$ cat config.mk
export PLATFORM = sky130hd
export DESIGN_NAME = first_fit_free_block_table
export DESIGN_NICKNAME = d
export VERILOG_FILES = /design/src/sv/fffbt_pkg.sv /design/src/sv/fffbt_ram.sv /design/src/sv/first_fit_free_block_table.sv
export SDC_FILE = /design/constraint.sdc
export NUM_CORES = 2
export LEC_CHECK = 0
export BUFFER_PORTS_ARGS = -buffer_cell sky130_fd_sc_hd__buf_2
export CELL_PAD_IN_SITES_DETAIL_PLACEMENT = 1
export CELL_PAD_IN_SITES_GLOBAL_PLACEMENT = 1
export CORE_MARGIN = 2
export CORE_UTILIZATION = 40
export DETAILED_ROUTE_END_ITERATION = 6
export PLACE_DENSITY_LB_ADDON = 0.1
export SLEW_MARGIN = 20
export SYNTH_ARGS = -nofsm -noshare
export SYNTH_HDL_FRONTEND = slang
export SYNTH_SLANG_ARGS = --single-unit
$ cat constraint.sdc
create_clock -name aclk -period 10.69 [get_ports aclk]
set_clock_uncertainty 0.15 [all_clocks]
set_input_delay 2.138 -clock aclk [delete_from_list [all_inputs] [get_ports aclk]]
set_output_delay 2.138 -clock aclk [all_outputs]
set_load 0.1 [all_outputs]
$ cat src/sv/fffbt_pkg.sv
// types and constants shared by the first-fit free block table
// no dependencies
`default_nettype none

package fffbt_pkg;

    localparam int START_W  = 48;
    localparam int LENGTH_W = 32;
    localparam int STATUS_W = 2;

    typedef logic [STATUS_W-1:0] status_t;

    localparam status_t STATUS_OK    = 2'd0;
    localparam status_t STATUS_NOFIT = 2'd1;
    localparam status_t STATUS_FULL  = 2'd2;

    typedef enum logic {
        OP_ALLOCATE = 1'b0,
        OP_RELEASE  = 1'b1
    } op_t;

    typedef struct packed {
        logic [START_W-1:0]  start;
        logic [LENGTH_W-1:0] length;
    } entry_t;

endpackage

`default_nettype wire

$ cat src/sv/fffbt_ram.sv
// entry memory of the free block table: one write port, one read port,
// registered read data; depends on fffbt_pkg
`default_nettype none

module fffbt_ram
    import fffbt_pkg::*;
#(
    parameter int DEPTH = 16
) (
    input  wire                       aclk,
    input  wire                       we,
    input  wire  [$clog2(DEPTH)-1:0]  waddr,
    input  entry_t                    wdata,
    input  wire                       re,
    input  wire  [$clog2(DEPTH)-1:0]  raddr,
    output entry_t                    rdata
);

    entry_t mem [DEPTH];
    entry_t rdata_reg;

    always_ff @(posedge aclk) begin
        if (we) begin
            mem[waddr] <= wdata;
        end
        if (re) begin
            rdata_reg <= mem[raddr];
        end
    end

    assign rdata = rdata_reg;

endmodule

`default_nettype wire

$ cat src/sv/first_fit_free_block_table.sv
// First-fit free block table. Free blocks (start, length) are kept sorted by
// start in a single-port-read entry memory, and the block handles one
// transaction at a time. An allocate walks the entries from the front one per
// cycle until entry k fits with room to spare or nothing fits (k = count-1);
// an exact fit closes the gap, and an empty table needs no walk. A release
// walks the table and shifts the entries behind its place, or goes at the
// end; an empty or full table needs no walk. The memory read port, one
// entry per cycle, sets the pace of these walks. A finished result waits in
// the output register while the next transaction is taken. No clearing pass
// is needed after reset.
// depends on fffbt_pkg and fffbt_ram
`default_nettype none

module first_fit_free_block_table
    import fffbt_pkg::*;
#(
    parameter int TABLE_DEPTH = 16
) (
    input  wire         aclk,
    input  wire         aresetn,
    input  wire         s_tvalid,
    output logic        s_tready,
    input  wire  [79:0] s_tdata,   // request_size [31:0], request_offset [79:32]
    input  wire         s_tuser,   // operation [0]
    output logic        m_tvalid,
    input  wire         m_tready,
    output logic [55:0] m_tdata    // status [1:0], granted_offset [49:2], zero [55:50]
);

    localparam int IW = (TABLE_DEPTH > 1) ? $clog2(TABLE_DEPTH) : 1;
    localparam int CW = IW + 1;

    typedef enum logic [2:0] {
        S_IDLE,
        S_ASCAN,
        S_AREMOVE,
        S_RSCAN,
        S_RTAIL,
        S_POST
    } state_t;

    state_t               state_reg, state_next;
    logic [CW-1:0]        count_reg, count_next;
    logic [IW-1:0]        idx_reg, idx_next;
    op_t                  op_reg, op_next;
    logic [LENGTH_W-1:0]  size_reg, size_next;
    logic [START_W-1:0]   offset_reg, offset_next;
    entry_t               carry_reg, carry_next;
    logic                 inserted_reg, inserted_next;
    status_t              res_status_reg, res_status_next;
    logic [START_W-1:0]   res_offset_reg, res_offset_next;
    logic                 m_tvalid_reg, m_tvalid_next;
    logic [55:0]          m_tdata_reg, m_tdata_next;

    logic                 we, re;
    logic [IW-1:0]        waddr, raddr;
    entry_t               wdata, rdata, new_entry;
    logic [CW-1:0]        idx_inc;
    logic                 more, out_free;

    fffbt_ram #(
        .DEPTH (TABLE_DEPTH)
    ) u_ram (
        .aclk  (aclk),
        .we    (we),
        .waddr (waddr),
        .wdata (wdata),
        .re    (re),
        .raddr (raddr),
        .rdata (rdata)
    );

    assign idx_inc   = {1'b0, idx_reg} + CW'(1);
    assign more      = idx_inc < count_reg;
    assign out_free  = !m_tvalid_reg || m_tready;
    assign new_entry = '{start: offset_reg, length: size_reg};

    always_comb begin
        state_next      = state_reg;
        count_next      = count_reg;
        idx_next        = idx_reg;
        op_next         = op_reg;
        size_next       = size_reg;
        offset_next     = offset_reg;
        carry_next      = carry_reg;
        inserted_next   = inserted_reg;
        res_status_next = res_status_reg;
        res_offset_next = res_offset_reg;
        m_tvalid_next   = m_tvalid_reg && !m_tready;
        m_tdata_next    = m_tdata_reg;
        we              = 1'b0;
        waddr           = idx_reg;
        wdata           = carry_reg;
        re              = 1'b0;
        raddr           = idx_inc[IW-1:0];

        unique case (state_reg)
            S_IDLE: begin
                if (s_tvalid) begin
                    op_next         = op_t'(s_tuser);
                    size_next       = s_tdata[31:0];
                    offset_next     = s_tdata[79:32];
                    idx_next        = '0;
                    inserted_next   = 1'b0;
                    res_status_next = STATUS_OK;
                    res_offset_next = '0;
                    if (op_t'(s_tuser) == OP_ALLOCATE) begin
                        if (count_reg == '0) begin
                            res_status_next = STATUS_NOFIT;
                            state_next      = S_POST;
                        end else begin
                            re         = 1'b1;
                            raddr      = '0;
                            state_next = S_ASCAN;
                        end
                    end else begin
                        if (count_reg == CW'(TABLE_DEPTH)) begin
                            res_status_next = STATUS_FULL;
                            state_next      = S_POST;
                        end else if (count_reg == '0) begin
                            we         = 1'b1;
                            waddr      = '0;
                            wdata      = '{start: s_tdata[79:32], length: s_tdata[31:0]};
                            count_next = count_reg + CW'(1);
                            state_next = S_POST;
                        end else begin
                            re         = 1'b1;
                            raddr      = '0;
                            state_next = S_RSCAN;
                        end
                    end
                end
            end
            S_ASCAN: begin
                re = more;
                if (rdata.length >= size_reg) begin
                    res_offset_next = rdata.start;
                    if (rdata.length > size_reg) begin
                        we         = 1'b1;
                        wdata      = '{start:  rdata.start + START_W'(size_reg),
                                       length: rdata.length - size_reg};
                        state_next = S_POST;
                    end else if (more) begin
                        idx_next   = idx_inc[IW-1:0];
                        state_next = S_AREMOVE;
                    end else begin
                        count_next = count_reg - CW'(1);
                        state_next = S_POST;
                    end
                end else if (more) begin
                    idx_next = idx_inc[IW-1:0];
                end else begin
                    res_status_next = STATUS_NOFIT;
                    state_next      = S_POST;
                end
            end
            S_AREMOVE: begin
                re    = more;
                we    = 1'b1;
                waddr = idx_reg - IW'(1);
                wdata = rdata;
                if (more) begin
                    idx_next = idx_inc[IW-1:0];
                end else begin
                    count_next = count_reg - CW'(1);
                    state_next = S_POST;
                end
            end
            S_RSCAN: begin
                re = more;
                if (inserted_reg || rdata.start >= offset_reg) begin
                    we            = 1'b1;
                    wdata         = inserted_reg ? carry_reg : new_entry;
                    carry_next    = rdata;
                    inserted_next = 1'b1;
                    if (more) begin
                        idx_next = idx_inc[IW-1:0];
                    end else begin
                        state_next = S_RTAIL;
                    end
                end else if (more) begin
                    idx_next = idx_inc[IW-1:0];
                end else begin
                    we         = 1'b1;
                    waddr      = count_reg[IW-1:0];
                    wdata      = new_entry;
                    count_next = count_reg + CW'(1);
                    state_next = S_POST;
                end
            end
            S_RTAIL: begin
                we         = 1'b1;
                waddr      = count_reg[IW-1:0];
                wdata      = carry_reg;
                count_next = count_reg + CW'(1);
                state_next = S_POST;
            end
            S_POST: begin
                if (out_free) begin
                    m_tvalid_next = 1'b1;
                    m_tdata_next  = {6'd0, res_offset_reg, res_status_reg};
                    state_next    = S_IDLE;
                end
            end
            default: begin
                state_next = S_IDLE;
            end
        endcase
    end

    always_ff @(posedge aclk) begin
        if (!aresetn) begin
            state_reg    <= S_IDLE;
            count_reg    <= '0;
            m_tvalid_reg <= 1'b0;
        end else begin
            state_reg    <= state_next;
            count_reg    <= count_next;
            m_tvalid_reg <= m_tvalid_next;
        end
        idx_reg        <= idx_next;
        op_reg         <= op_next;
        size_reg       <= size_next;
        offset_reg     <= offset_next;
        carry_reg      <= carry_next;
        inserted_reg   <= inserted_next;
        res_status_reg <= res_status_next;
        res_offset_reg <= res_offset_next;
        m_tdata_reg    <= m_tdata_next;
    end

    assign s_tready = (state_reg == S_IDLE);
    assign m_tvalid = m_tvalid_reg;
    assign m_tdata  = m_tdata_reg;

endmodule

`default_nettype wire

==> metrics.txt <==
status completed; drt drc 0; worst skew pair latency 0.84 ns; area grow syn2layout 13.7%; routed len/inst 33.0 µm; Ys Warns 0; CTS max path bufs 3; EDFF count, synth 1,625; Starting Density 40.4%; dpl hpwl 123 mm; crit path capture u_ram.mem[8][24]; setup ws final 3.97 ns; Final Hold Fails 0; DIE WIDTH 418 µm; CTS resizes 0; drt total wl 215 mm; Critical Path AT 6.99 ns; WS Path Type flip-flop to flip-flop; die area 175,000 µm²; Worst setup EP type flip-flop; routing usage on met3 3.11%; clock root buffer clkbuf_16; initial antenna violation count 8; Reg-to-Reg Start idx_reg[0]; Relative slew margins 25.3%; most used cell, CP buf_4; IO buf count 136; GRT busiest layer met2; core area 170,000 µm²; pwr/cell area 359 nW/µm²; Setup Buffers After CTS 0; remaining antenna violation count 0; hold path startpoint res_offset_reg[35]; RSZ-0062 raised after global routing no; Post-Synthesis Cells 3,933; crit path max fanout 43; CP required 10.96 ns; Final Setup Violations 0; Peak Freq 149 MHz; CTS tree built; dominant synthesized flop cell edfxtp_1; crit path launch type flip-flop; vias 38,300; GRT Total Usage 24.5%; Initial DRT Pass Iterations 6; Pins Over Slew Limit 0; Worst-path clk slew 0.06 ns; Iter 0 DRT Violations 3,437; Fillers 16,000; crit path cell chain buf_4, inv_1, ha_1, ha_1, a21boi_1, o21ai_1, nand2b_1, a31o_1, nor3_2, and3_1, a2111o_1, o21ba_1, nand2_1, nor2_4, buf_4, buf_4; area leader, netlist edfxtp_1; setup slack at placement 3.97 ns; Peak VDD IR 0.322 mV; first-pass GRT wire length 303 mm; met2 Track Usage GR 42.0%; depth of the worst register-to-register path 16; Tmin final 6.72 ns; Nets 4,347; Synth cell types 86; top cells by area, synth edfxtp_1 (71%), mux4_2 (7.9%), mux2i_1 (4.7%); Pleak 26.2 nW; Synth top area share 71.2%; Max Cap Viol 0; RePlAce Congestion 0.840; dpl cells 6,167; crit path launch idx_reg[0]; fin crit share 62.9%; Synth Cell Area 68,600 µm²; top-count cell post-synth edfxtp_1; number of H-tree levels 4; Ports 143; total grt overflow 0; Via density 5.89; CTS Buf Count 181; largest net degree at the start of global routing 109; Synth Area per Inst 17.4 µm²; non-filler cells in the finished layout 6,500; site row count 151; measured slew at the worst slew-check pin 1.12 ns; layout cell share with drive strength beyond 1 18.9%; setup_tns 0 ns; Die Ht 418 µm; reg2reg end u_ram.mem[8][24]; global routing usage on met1 32.8%; vias in the first global route 40,100; share of async-settable or async-resettable flops after synthesis 0%; Worst path slowest cell buf_4; Yosys reg bits 1,634; FF-to-FF setup slack 3.97 ns; sequential area share after synthesis 71.4%; max FFs per register 1,280; CTS Hold Bufs 0; Hold Path Class flip-flop to flip-flop; CTS Sinks 1,634; commonest cells in the netlist edfxtp_1 (1,625), mux2i_1 (324), mux4_2 (240), o22ai_1 (192), nand2_1 (173); max incr delay on CP 0.91 ns
==> worst min-delay path by stage <==
stage,slack (ns),depth (start not counted),end
6_report,0.27,0,m_tdata[37]
5_1_grt,0.27,0,m_tdata[37]
4_1_cts,0.27,0,m_tdata[37]
3_5_place_dp,0.26,0,m_tdata[34]
3_3_place_gp,0.25,0,m_tdata[13]
2_1_floorplan,0.25,0,m_tdata[0]
==> metal layers <==
layer  wire length, µm  up-vias
li1                  -    16400
met2            108000     1004
met1             92000    20700
met3              9190      270
met4              5470        2
met5                 8        -
==> where the power goes <==
part           switching [mW]  total (mW)  internal (mW)  leakage (nW)
registers               0.723        10.8           10.0          14.9
clock network            2.60        6.06           3.45          2.76
logic                    7.33        11.2           3.86          8.51
total                    10.7        28.0           17.3          26.2
==> cell type report <==
| type | count | area, µm² | share of cell area [%] |
|---|---|---|---|
| Timing Repair Buffer | 230 | 1470 | 1.89 |
| Multi-Input combinational cell | 1984 | 18700 | 23.9 |
| Antenna cell | 3 | 7.51 | 0.00962 |
| Tap cell | 2218 | 2780 | 3.56 |
| Inverter | 107 | 402 | 0.515 |
| Sequential cell | 1634 | 49000 | 62.8 |
| Clock inverter | 102 | 962 | 1.23 |
| Clock buffer | 222 | 4750 | 6.09 |
==> cells in the final DEF, fill, tap and decap left out, types with 20 or more instances in the layout <==
master / Yosys / layout
ha_1: 121 / 121
a21o_1: 51 / 51
o21ai_0: 50 / 49
o21ai_1: 49 / 41
clkinv_2: 0 / 20
inv_1: 106 / 106
nand3_1: 26 / 26
xnor2_1: 36 / 36
a221o_1: 44 / 44
a222oi_1: 23 / 23
nand4_1: 20 / 20
clkbuf_1: 137 / 38
buf_4: 7 / 84
o22ai_1: 192 / 173
buf_2: 45 / 136
nor2_1: 124 / 105
mux4_2: 240 / 240
a221oi_1: 36 / 36
clkbuf_16: 0 / 184
and2_1: 55 / 53
edfxtp_1: 1625 / 1625
mux2i_1: 324 / 324
xor2_1: 39 / 38
clkinv_1: 1 / 46
nand2_1: 173 / 170
a21oi_1: 136 / 133
==> per-stage QoR <==
stage / instance area [µm²] / hold WS [ns] / utilization (%) / total power [mW]
after global routing: 78000 / 0.268 / 45.9 / 29.2
after detailed placement: 72100 / 0.255 / 42.4 / 22.1
final: 78000 / 0.265 / 45.9 / 28.0
after global placement: 72000 / 0.251 / 42.4 / 21.9
after CTS: 77800 / 0.266 / 45.8 / 28.2
after floorplan: 68600 / 0.250 / - / 17.9
==> worst max-delay path: cells and delay by family (launching register included) <==
kind,cells,cell delay [ns]
buffers and inverters,4,2.36
flip-flops,1,0.39
AO/OA/AOI/OAI,5,1.49
AND/OR/NAND/NOR,5,1.12
adder cells (fa/ha/maj),2,0.72
==> logic make-up (layout without fill, tap and decap cells) <==
kind of cell,Yosys count,count (layout),synth area share [%]
flops,1634,1634,71.4
compound gates,726,726,7.29
mux,565,565,12.6
simple gates,488,488,3.38
buf+inv,320,661,2.03
fa+ha+maj,124,124,2.30
xor+xnor,75,75,0.958
other cells,1,9,0.00547
(Power assumes the default switching activity.)
